**src/rtl/core/iost_pkg.sv**
```systemverilog
// ----------------------------------------------------------------------------
// Insertion-ordered set table package
// Shared constants, request codes and the finish record passed from the
// controller to the result stage.
// ----------------------------------------------------------------------------
package iost_pkg;

    // Default number of entries the set can hold.
    localparam int CAPACITY_DEFAULT = 16;

    // Fixed field widths of the request and result items.
    localparam int REQ_W       = 2;
    localparam int VALUE_W     = 32;
    localparam int COUNT_OUT_W = 5;

    typedef enum logic [REQ_W-1:0] {
        REQ_ADD      = 2'd0,
        REQ_REMOVE   = 2'd1,
        REQ_CONTAINS = 2'd2,
        REQ_CLEAR    = 2'd3
    } req_type_t;

    // Outcome of one request, valid in the cycle in which done is high.
    typedef struct packed {
        logic done;
        logic success;
        logic full_error;
    } finish_t;

endpackage

```
**src/rtl/core/iost_mem.sv**
```systemverilog
// ----------------------------------------------------------------------------
// Entry memory
// Simple dual-port synchronous RAM: one write port and one read port with
// registered read data.
// ----------------------------------------------------------------------------
module iost_mem #(
    parameter int DEPTH = iost_pkg::CAPACITY_DEFAULT,
    parameter int DW    = iost_pkg::VALUE_W,
    parameter int AW    = (DEPTH > 1) ? $clog2(DEPTH) : 1
) (
    input  logic          clk,
    input  logic          wr_en,
    input  logic [AW-1:0] wr_addr,
    input  logic [DW-1:0] wr_data,
    input  logic          rd_en,
    input  logic [AW-1:0] rd_addr,
    output logic [DW-1:0] rd_data
);

    logic [DW-1:0] mem [DEPTH];
    logic [DW-1:0] rd_data_reg;

    always_ff @(posedge clk)
    begin
        if (wr_en)
        begin
            mem[wr_addr] <= wr_data;
        end
        if (rd_en)
        begin
            rd_data_reg <= mem[rd_addr];
        end
    end

    assign rd_data = rd_data_reg;

endmodule

```
**src/rtl/core/iost_ctrl.sv**
```systemverilog
// ----------------------------------------------------------------------------
// Set controller
// Runs the linear search over the stored entries, appends on add, and
// compacts the entries above a removed one by a read-ahead shift pass.
// ----------------------------------------------------------------------------
module iost_ctrl #(
    parameter int CAPACITY = iost_pkg::CAPACITY_DEFAULT,
    parameter int AW       = (CAPACITY > 1) ? $clog2(CAPACITY) : 1,
    parameter int CW       = $clog2(CAPACITY + 1)
) (
    input  logic                              clk,
    input  logic                              rst_n,
    input  logic                              start,
    input  logic [iost_pkg::REQ_W-1:0]        req_type,
    input  logic [iost_pkg::VALUE_W-1:0]      value,
    output logic                              busy,
    output logic                              wr_en,
    output logic [AW-1:0]                     wr_addr,
    output logic [iost_pkg::VALUE_W-1:0]      wr_data,
    output logic                              rd_en,
    output logic [AW-1:0]                     rd_addr,
    input  logic [iost_pkg::VALUE_W-1:0]      rd_data,
    output iost_pkg::finish_t                 fin,
    output logic [CW-1:0]                     count
);

    localparam logic [CW-1:0] CAP_C = CW'(CAPACITY);

    typedef enum logic [1:0] {
        ST_IDLE,
        ST_SEARCH,
        ST_SHIFT
    } state_t;

    state_t                         state_reg, state_next;
    logic [CW-1:0]                  count_reg, count_next;
    iost_pkg::req_type_t            req_reg, req_next;
    logic [iost_pkg::VALUE_W-1:0]   value_reg, value_next;
    logic [CW-1:0]                  idx_reg, idx_next;
    logic                           pend_reg, pend_next;
    logic [AW-1:0]                  pend_idx_reg, pend_idx_next;
    logic                           match;
    logic                           scan_over;
    iost_pkg::req_type_t            req_in;

    assign req_in    = iost_pkg::req_type_t'(req_type);
    // A read issued last cycle returned the value being looked for.
    assign match     = pend_reg && (rd_data == value_reg);
    // Every valid entry has been read and compared without a hit.
    assign scan_over = !pend_reg && (idx_reg >= count_reg);

    always_comb
    begin
        state_next    = state_reg;
        count_next    = count_reg;
        req_next      = req_reg;
        value_next    = value_reg;
        idx_next      = idx_reg;
        pend_next     = 1'b0;
        pend_idx_next = pend_idx_reg;
        rd_en         = 1'b0;
        rd_addr       = idx_reg[AW-1:0];
        wr_en         = 1'b0;
        wr_addr       = count_reg[AW-1:0];
        wr_data       = value_reg;
        fin           = '0;

        unique case (state_reg)
            ST_IDLE:
            begin
                if (start)
                begin
                    req_next   = req_in;
                    value_next = value;
                    idx_next   = '0;
                    if (req_in == iost_pkg::REQ_CLEAR)
                    begin
                        count_next = '0;
                        fin.done   = 1'b1;
                    end
                    else
                    begin
                        state_next = ST_SEARCH;
                    end
                end
            end

            ST_SEARCH:
            begin
                if (match)
                begin
                    if (req_reg == iost_pkg::REQ_REMOVE)
                    begin
                        // Start compaction with the entry just above the hit.
                        state_next = ST_SHIFT;
                        idx_next   = CW'(pend_idx_reg) + CW'(1);
                    end
                    else
                    begin
                        state_next  = ST_IDLE;
                        fin.done    = 1'b1;
                        fin.success = (req_reg == iost_pkg::REQ_CONTAINS);
                    end
                end
                else if (scan_over)
                begin
                    state_next = ST_IDLE;
                    fin.done   = 1'b1;
                    if (req_reg == iost_pkg::REQ_ADD)
                    begin
                        if (count_reg < CAP_C)
                        begin
                            wr_en       = 1'b1;
                            wr_addr     = count_reg[AW-1:0];
                            wr_data     = value_reg;
                            count_next  = count_reg + CW'(1);
                            fin.success = 1'b1;
                        end
                        else
                        begin
                            fin.full_error = 1'b1;
                        end
                    end
                end
                else if (idx_reg < count_reg)
                begin
                    rd_en         = 1'b1;
                    idx_next      = idx_reg + CW'(1);
                    pend_next     = 1'b1;
                    pend_idx_next = idx_reg[AW-1:0];
                end
            end

            ST_SHIFT:
            begin
                // Entry read last cycle moves down one slot.
                if (pend_reg)
                begin
                    wr_en   = 1'b1;
                    wr_addr = pend_idx_reg - AW'(1);
                    wr_data = rd_data;
                end
                if (idx_reg < count_reg)
                begin
                    rd_en         = 1'b1;
                    idx_next      = idx_reg + CW'(1);
                    pend_next     = 1'b1;
                    pend_idx_next = idx_reg[AW-1:0];
                end
                else if (!pend_reg)
                begin
                    state_next  = ST_IDLE;
                    count_next  = count_reg - CW'(1);
                    fin.done    = 1'b1;
                    fin.success = 1'b1;
                end
            end

            default:
            begin
                state_next = ST_IDLE;
            end
        endcase
    end

    always_ff @(posedge clk or negedge rst_n)
    begin
        if (!rst_n)
        begin
            state_reg <= ST_IDLE;
            count_reg <= '0;
            pend_reg  <= 1'b0;
        end
        else
        begin
            state_reg <= state_next;
            count_reg <= count_next;
            pend_reg  <= pend_next;
        end
    end

    always_ff @(posedge clk)
    begin
        req_reg      <= req_next;
        value_reg    <= value_next;
        idx_reg      <= idx_next;
        pend_idx_reg <= pend_idx_next;
    end

    assign busy  = (state_reg != ST_IDLE);
    // The count as it stands once this cycle's request step has taken effect.
    assign count = count_next;

    a_count_bound: assert property (@(posedge clk) disable iff (!rst_n)
        count_reg <= CAP_C)
        else $error("member count exceeds capacity");

    a_clear_empties: assert property (@(posedge clk) disable iff (!rst_n)
        (start && !busy && (req_type == iost_pkg::REQ_CLEAR)) |=> (count_reg == '0))
        else $error("clear did not empty the set");

    a_full_only_add: assert property (@(posedge clk) disable iff (!rst_n)
        fin.full_error |-> (fin.done && (req_reg == iost_pkg::REQ_ADD)
                            && (count_reg == CAP_C)))
        else $error("full error outside a refused add");

    a_write_busy: assert property (@(posedge clk) disable iff (!rst_n)
        wr_en |-> (state_reg != ST_IDLE))
        else $error("memory write while idle");

    a_read_in_range: assert property (@(posedge clk) disable iff (!rst_n)
        rd_en |-> (idx_reg < count_reg))
        else $error("read beyond the valid entries");

endmodule

```
**src/rtl/core/insertion_ordered_set_table_top.sv**
```systemverilog
// ----------------------------------------------------------------------------
// Insertion-ordered set table
// Bounded set of distinct 32-bit values kept in insertion order, with add,
// remove, membership query and clear requests.
// ----------------------------------------------------------------------------
// An item is taken when start is high and busy is low; its one result is
// shown on success, full_error, member_count and is_empty for exactly one
// cycle while done is high, and the receiver cannot stall it. A clear takes
// effect at the edge that accepts it and its result is shown in the next
// cycle, with busy never raised. Every other request walks the stored
// entries through the read port of the entry memory, one entry per cycle:
// a search that misses reads every stored entry, and one that hits stops
// at slot pos. A remove that hits then compacts the entries above it
// through the same read port. The result register shows the result in
// the first cycle in which busy is low again. Busy falls at the edge that
// loads the result register, so the next item may be started in the cycle
// in which done is shown. Entries above the member count are never read,
// so the memory needs no clearing after reset.
// ----------------------------------------------------------------------------
module insertion_ordered_set_table_top #(
    parameter int CAPACITY = iost_pkg::CAPACITY_DEFAULT
) (
    input  logic                                   clk,
    input  logic                                   rst_n,
    input  logic                                   start,
    input  logic [iost_pkg::REQ_W-1:0]             req_type,
    input  logic signed [iost_pkg::VALUE_W-1:0]    value,
    output logic                                   busy,
    output logic                                   done,
    output logic                                   success,
    output logic                                   full_error,
    output logic [iost_pkg::COUNT_OUT_W-1:0]       member_count,
    output logic                                   is_empty
);

    // Slot address width and the width of a count that can reach CAPACITY.
    localparam int AW = (CAPACITY > 1) ? $clog2(CAPACITY) : 1;
    localparam int CW = $clog2(CAPACITY + 1);

    logic                              wr_en;
    logic [AW-1:0]                     wr_addr;
    logic [iost_pkg::VALUE_W-1:0]      wr_data;
    logic                              rd_en;
    logic [AW-1:0]                     rd_addr;
    logic [iost_pkg::VALUE_W-1:0]      rd_data;
    iost_pkg::finish_t                 fin;
    logic [CW-1:0]                     count;

    logic                              done_reg;
    logic                              success_reg;
    logic                              full_error_reg;
    logic [iost_pkg::COUNT_OUT_W-1:0]  member_count_reg;
    logic                              is_empty_reg;

    // The controller sequences every request through the entry memory.
    iost_ctrl #(
        .CAPACITY (CAPACITY),
        .AW       (AW),
        .CW       (CW)
    ) u_ctrl (
        .clk      (clk),
        .rst_n    (rst_n),
        .start    (start),
        .req_type (req_type),
        .value    (value),
        .busy     (busy),
        .wr_en    (wr_en),
        .wr_addr  (wr_addr),
        .wr_data  (wr_data),
        .rd_en    (rd_en),
        .rd_addr  (rd_addr),
        .rd_data  (rd_data),
        .fin      (fin),
        .count    (count)
    );

    // The stored values, packed from slot 0 in insertion order.
    iost_mem #(
        .DEPTH (CAPACITY),
        .DW    (iost_pkg::VALUE_W),
        .AW    (AW)
    ) u_mem (
        .clk     (clk),
        .wr_en   (wr_en),
        .wr_addr (wr_addr),
        .wr_data (wr_data),
        .rd_en   (rd_en),
        .rd_addr (rd_addr),
        .rd_data (rd_data)
    );

    // The result register raises done for one cycle per result. The controller
    // hands over the count that the finishing request leaves behind, so the
    // count loaded here is already the count after the request.
    always_ff @(posedge clk or negedge rst_n)
    begin
        if (!rst_n)
        begin
            done_reg <= 1'b0;
        end
        else
        begin
            done_reg <= fin.done;
        end
    end

    // The member count field is five bits wide; a capacity above 31 wraps it.
    always_ff @(posedge clk)
    begin
        if (fin.done)
        begin
            success_reg      <= fin.success;
            full_error_reg   <= fin.full_error;
            member_count_reg <= iost_pkg::COUNT_OUT_W'(count);
            is_empty_reg     <= (count == '0);
        end
    end

    assign done         = done_reg;
    assign success      = success_reg;
    assign full_error   = full_error_reg;
    assign member_count = member_count_reg;
    assign is_empty     = is_empty_reg;

endmodule

```
**config.mk**
```make
export PLATFORM = sky130hd
export DESIGN_NAME = insertion_ordered_set_table_top
export DESIGN_NICKNAME = d
export VERILOG_FILES = /design/src/rtl/core/iost_pkg.sv /design/src/rtl/core/iost_mem.sv /design/src/rtl/core/iost_ctrl.sv /design/src/rtl/core/insertion_ordered_set_table_top.sv
export SDC_FILE = /design/constraint.sdc
export NUM_CORES = 1
export LEC_CHECK = 0
export BUFFER_PORTS_ARGS = -buffer_cell sky130_fd_sc_hd__buf_2
export CAP_MARGIN = 20
export CORE_ASPECT_RATIO = 0.5
export CORE_MARGIN = 1.5
export CORE_UTILIZATION = 50
export DETAILED_ROUTE_END_ITERATION = 16
export PLACE_DENSITY = 0.71
export SLEW_MARGIN = 20
export SYNTH_ARGS = -nofsm -noshare
export SYNTH_HDL_FRONTEND = slang
export SYNTH_SLANG_ARGS = --single-unit
```
**constraint.sdc**
```tcl
create_clock -name clk -period 4.5 [get_ports clk]
set_input_delay 0.9 -clock clk [delete_from_list [all_inputs] [get_ports clk]]
set_output_delay 0.9 -clock clk [all_outputs]
set_load 0.01 [all_outputs]
```
[Yosys cells after proc, flatten, opt, wreduce, memory -nomap -nowiden]
Memories as Yosys holds them, arrays and structs flattened. A register that Yosys moved wholly into a read port is not among the register bits.
Cells that the tools add are included.
Cells by class
  $add $sub $neg: 5
  multipliers: 0
  divide/modulo/power cells: 0
  magnitude comparators: 3
  equality and inequality tests: 15
  shifts and indexed selects: 0
  mux-type cells: 54
  bitwise logic cells: 3
  reductions and logical operators: 14
Operator list (count)
  $mux 5: 13
  $mux 32: 2
  $eq 32x32->1: 1
  $pmux 5 s3: 2
  $mux 2: 12
  $mux 4: 5
  $mux 1: 13
  $ne 2x2->1 const B: 6
  $add 5x1->5 const B: 2
  $pmux 4 s2: 1
  $eq 2x2->1 const B: 3
  $pmux 1 s2: 3
  $pmux 2 s3: 1
  $add 4x1->5 const B: 1
  $ge 5x5->1: 1
  $logic_not 5->1: 1
  $lt 5x5->1: 1
  $lt 5x5->1 const B: 1
  $reduce_and 5->1: 1
  $sub 5x1->5 const B: 1
  $eq 2x1->1 const B: 2
  $logic_not 2->1: 2
  $reduce_and 4->1: 1
  $reduce_bool 2->1: 2
  other kinds (13): 16
Word-level totals
  bits in registers: 60
  bits in latches: 0
  bits in writable memories: 512
  bits in read-only memories: 0
  bits of input ports: 37
  output and inout bits: 10
  word-level logic and storage cells: 107
  memories: 1
Memories
  u_mem.mem: words 16, bits a word 32, read ports 1, clocked after memory_dff 1, wr ports 1, RTL line iost_mem.sv:20  | logic [DW-1:0] mem [DEPTH];

[Longest topological paths before layout]
  depth after elaboration: 8
  depth in mapped cells: 13
  gate-level depth less buffers: 9

[Hierarchy]
Synthesis repeated with hierarchy kept, for this count alone.
Unflattened totals
  cells, all modules: 1160
  area total of the unflattened synthesis: 23779.1 µm²
By module, submodules not included
  iost_mem: times used 1, cells an instance 838, area an instance 20155.6 µm², sequential area each 16335.7 µm²
  iost_ctrl: times used 1, cells an instance 311, area an instance 3347.0 µm², sequential area each 1491.4 µm²
  insertion_ordered_set_table_top: times used 1, cells an instance 11, area an instance 276.5 µm², sequential area each 265.3 µm²

[Least setup slack after synthesis]
No wires, ideal clock.
  path kind: register to register
  start: reg u_ctrl.idx_reg[0]
  end: reg u_mem.rd_data_reg[0], in the netlist u_mem.rd_data[0] (read register of u_mem.mem) (enable)
  library setup time: 0.433 ns
  arrival: 3.697 ns
  data required time: 4.067 ns
  slack: 0.370 ns
  stages on the path, launching flop included: 11
  path buffers: 3
  period minus slack after synthesis: 4.130 ns
  path through: edfxtp_1 > clkbuf_1 > buf_2 > buf_2 > inv_1 > ha_1 > nor2b_1 > o21ai_0 > a21oi_1 > nand3_1 > a21oi_1
Between the ends
  word-level cells in the longest chain between the ends: 5
  elaborated cells on any way between the ends: 7
  classes of those cells: order compare: 2; mux: 4; reduce/logical: 1
Ends and longest elaborated chain
  start: declaration: RTL line iost_ctrl.sv:39  | logic [CW-1:0] idx_reg, idx_next;
  start signal: assignment: RTL line iost_ctrl.sv:186  | idx_reg <= idx_next;
  $lt 5x5->1 / $ge 5x5->1 (equally long branches): RTL line iost_ctrl.sv:125, iost_ctrl.sv:143, iost_ctrl.sv:50
  $mux 1 / $logic_and 1x1->1 (equally long branches): RTL line iost_ctrl.sv:125, iost_ctrl.sv:143, iost_ctrl.sv:50
  $mux 1: RTL line iost_ctrl.sv:105  | else if (scan_over)
  $mux 1: RTL line iost_ctrl.sv:90  | if (match)
  $pmux 1 s2 *: RTL line iost_ctrl.sv:68  | unique case (state_reg)
  via rd_en: RTL line insertion_ordered_set_table_top.sv:43  | logic rd_en;
  end: declaration: RTL line iost_mem.sv:21  | logic [DW-1:0] rd_data_reg;
Mark *: on every way through the listed nets, which the timed path passes. The rest lies on a longest branch.
A chain may end at the register's enable or synchronous reset.

[Worst setup path in the final report]
  start: reg u_ctrl.count_reg[2]
  end: mem u_mem.mem[0][17] (netlist bit) (enable)
Between the ends
  word-level cells in the longest chain between the ends: 8
  elaborated cells on any way between the ends: 12
  classes of those cells: order compare: 2; mux: 9; reduce/logical: 1
Ends and longest elaborated chain
  start: declaration: RTL line iost_ctrl.sv:36  | logic [CW-1:0] count_reg, count_next;
  start signal: assignment: RTL line iost_ctrl.sv:177  | count_reg <= count_next;
  $lt 5x5->1: RTL line iost_ctrl.sv:111  | if (count_reg < CAP_C)
  $mux 1: RTL line iost_ctrl.sv:111
  $mux 1: RTL line iost_ctrl.sv:109  | if (req_reg == iost_pkg::REQ_ADD)
  $mux 1: RTL line iost_ctrl.sv:105
  $mux 1: RTL line iost_ctrl.sv:90
  $pmux 1 s2: RTL line iost_ctrl.sv:68
  $mux 1: RTL line iost_mem.sv:25  | if (wr_en)
  $mux 1 (implied by the code): RTL line iost_mem.sv:27  | mem[wr_addr] <= wr_data;
  end: declaration: RTL line iost_mem.sv:20
Parallel ways exist; a longest one is shown, timed or not.

==> results.sh <==
export IMPL_outcome="complete, no violations"
export IMPL_avgRoutedWirePerCell_um=28.0
export IMPL_antenna_cells=0
export IMPL_finClkSkew_ns=0.0239
export IMPL_ctsResizeCount=0
export IMPL_synth_ff_type="edfxtp_1"
export IMPL_period_minus_slack_ns=3.84
export IMPL_setup_viol=0
export IMPL_crit_path_end_kind="flip-flop"
export IMPL_fp_row_count=56
export IMPL_required_ns=4.81
export IMPL_numCtsBuffers=51
export IMPL_gp_congestion=0.909
export IMPL_drive_above_1_share=0.304
export IMPL_slew_violations=0
export IMPL_path_max_fanout=25
export IMPL_use_met3=0.0397
export IMPL_crit_start="u_ctrl.count_reg[2]"
export IMPL_drc_errors=0
export IMPL_grt_use_met2=0.347
export IMPL_rr_worst_depth=9
export IMPL_initial_core_util=0.508
export IMPL_io_pins=47
export IMPL_fmax_ghz=0.260
export IMPL_final_antenna_net_count=0
export IMPL_die_y_um=158
export IMPL_ys_top_cells_by_area="edfxtp_1, mux4_2, mux2_2"
export IMPL_synth_top_cell_area_share=0.748
export IMPL_grt_busiest_layer="met2"
export IMPL_rsz0062_at_grt="no"
export IMPL_fin_crit_sh=0.854
export IMPL_synth_largest_area_cell="edfxtp_1"
export IMPL_power_density_nw_per_um2=561
export IMPL_yosysSeqAreaShare=0.757
export IMPL_postCtsSetupBuffers=0
export IMPL_vias_per_cell=6.15
export IMPL_syn_nets=1141
export IMPL_dr_pass1_iters=8
export IMPL_largest_register_ffs=512
export IMPL_final_common_cell="edfxtp_1"
export IMPL_leakage_uw=0.00837
export IMPL_worst_pin_slew_ns=0.926
export IMPL_path_clk_slew_ns=0.06
export IMPL_die_w_um=312
export IMPL_final_nets=1227
export IMPL_grt_pass1_vias=11400
export IMPL_synth_edf_count=595
export IMPL_fp_coreArea_um2=47000
export IMPL_r2r_start="u_ctrl.count_reg[2]"
export IMPL_synth_cells=1090
export IMPL_hold_slack_ns=0.155
export IMPL_clock_root_buffer="clkbuf_16"
export IMPL_wl_um=51900
export IMPL_htreeDepth=2
export IMPL_area_growth_syn_to_layout_pct=11.7
export IMPL_hold_viol_final=0
export IMPL_critPathArrivalTime_ns=4.15
export IMPL_clockBufferDepth=3
export IMPL_place_hpwl_um=30500
export IMPL_grtUsageTotal=0.215
export IMPL_syn_mean_instance_area_um2=21.9
export IMPL_ys_ff_latch=604
export IMPL_synth_cell_area_um2=23900
export IMPL_final_cell_mix="edfxtp_1, mux4_2, clkbuf_16"
export IMPL_cts_sink_count=604
export IMPL_cap_viol_max_count=0
export IMPL_ctsHoldBuffers=0
export IMPL_numPortBuffers=46
export IMPL_gr_usage_met1=0.308
export IMPL_drt_iter0_drc=1367
export IMPL_grt_pass1_wl_um=76600
export IMPL_ir_drop_mv=0.578
export IMPL_min_path_type="input port to async pin"
export IMPL_ys_warn_count=0
export IMPL_cp_start_kind="flip-flop"
export IMPL_globalRouteOverflowTotal=0
export IMPL_fin_setup_tns_ns=0
export IMPL_clk_latency_ns=0.60
export IMPL_path_class="flip-flop to flip-flop"
export IMPL_relSlewSlack=0.381
export IMPL_cts_tree="done"
export IMPL_async_flop_share=0.0149
export IMPL_antenna_found_initial=0
export IMPL_vias=11400
export IMPL_grt_max_degree=133
export IMPL_yosys_cell_types_count=49
export IMPL_die_area_um2=49200
[cell usage after synthesis (2+ instances only)]
library cell and n:
nor4_1 11, mux4_2 160, edfxtp_1 595, nand3_1 17, nand2_1 24, a21oi_1 13
o21ai_1 2, nand4_1 4, dfrtp_1 9, nand2b_1 4, clkbuf_8 2, o211ai_1 2
o21ai_0 14, buf_6 2, a21o_1 3, ha_1 14, inv_1 13, mux2_2 34
buf_1 9, a31oi_1 5, clkbuf_1 22, mux2i_1 6, o21a_1 3, and2_1 8
or3_1 3, nor2b_1 5, nor2_1 26, nor3_1 5, xor2_1 33, o31ai_1 3
xnor2_1 7, a32oi_1 2, buf_2 14
[worst paths after layout]
path | endpoint | slack, ns
setup / recovery | u_mem.mem[0][17] | 0.66
hold / removal | u_ctrl.count_reg[4] | 0.16
setup reg to reg | u_mem.mem[0][17] | 0.66
hold reg to reg | u_ctrl.state_reg[1] | 0.61
max in group asynchronous | u_ctrl.state_reg[1] | 4.16
min in group clk | u_ctrl.value_reg[19] | 0.48
[kinds of logic after synthesis]
| kind of cell | count (synthesis) | share of synthesized area |
|---|---|---|
| AOI/OAI and AO/OA | 57 | 0.0160 |
| xor gates and xnor gates | 40 | 0.0147 |
| adders and majority gates | 14 | 0.00733 |
| buffers and inverters | 64 | 0.0129 |
| DFF | 604 | 0.757 |
| muxes | 200 | 0.169 |
| and+or+nand+nor | 111 | 0.0228 |
[cell type report]
type                    count  area (um^2)
inverters                  14         52.6
fillers                  3326        20300
repair buffers             83          537
well taps                 638          798
flip-flops and latches    604        18100
multi-input cells         422         5630
clock inverters            31          253
clock buffers              62         1340
[metrics by stage]
stage / utilization / instances / worst slack, ns / total power, uW / cell area, um^2
after floorplan: - / 1090 / 0.370 / 9780 / 23900
after global placement: 0.534 / 1761 / 0.757 / 10800 / 25100
after detailed placement: 0.534 / 1761 / 0.645 / 10900 / 25100
after CTS: 0.568 / 1854 / 0.680 / 15100 / 26700
after global routing: 0.568 / 1854 / 0.429 / 15600 / 26700
final: 0.568 / 1854 / 0.658 / 15000 / 26700
[worst max-delay path, stage by stage (launching register included)]
cell     delay (ns)
dfrtp_1        0.49
inv_1          0.13
ha_1           0.38
nand2_1        0.08
o21ai_0        0.30
a31oi_1        0.26
o31ai_1        0.34
nand3_1        0.41
nor2_4         0.85
buf_4          0.29
[where the power goes]
group	internal (uW)	switching (uW)	total, uW
Sequential	6730	175	6910
Clock	2300	1980	4280
Combinational	1720	2080	3800
Total	10800	4230	15000
[metal layers]
metal	vias up	routed length, um
met2	506	25200
met5	-	0
met3	71	4100
met4	0	950
met1	6079	21600
li1	4738	-
No activity file was read; power rests on OpenSTA's default activity.
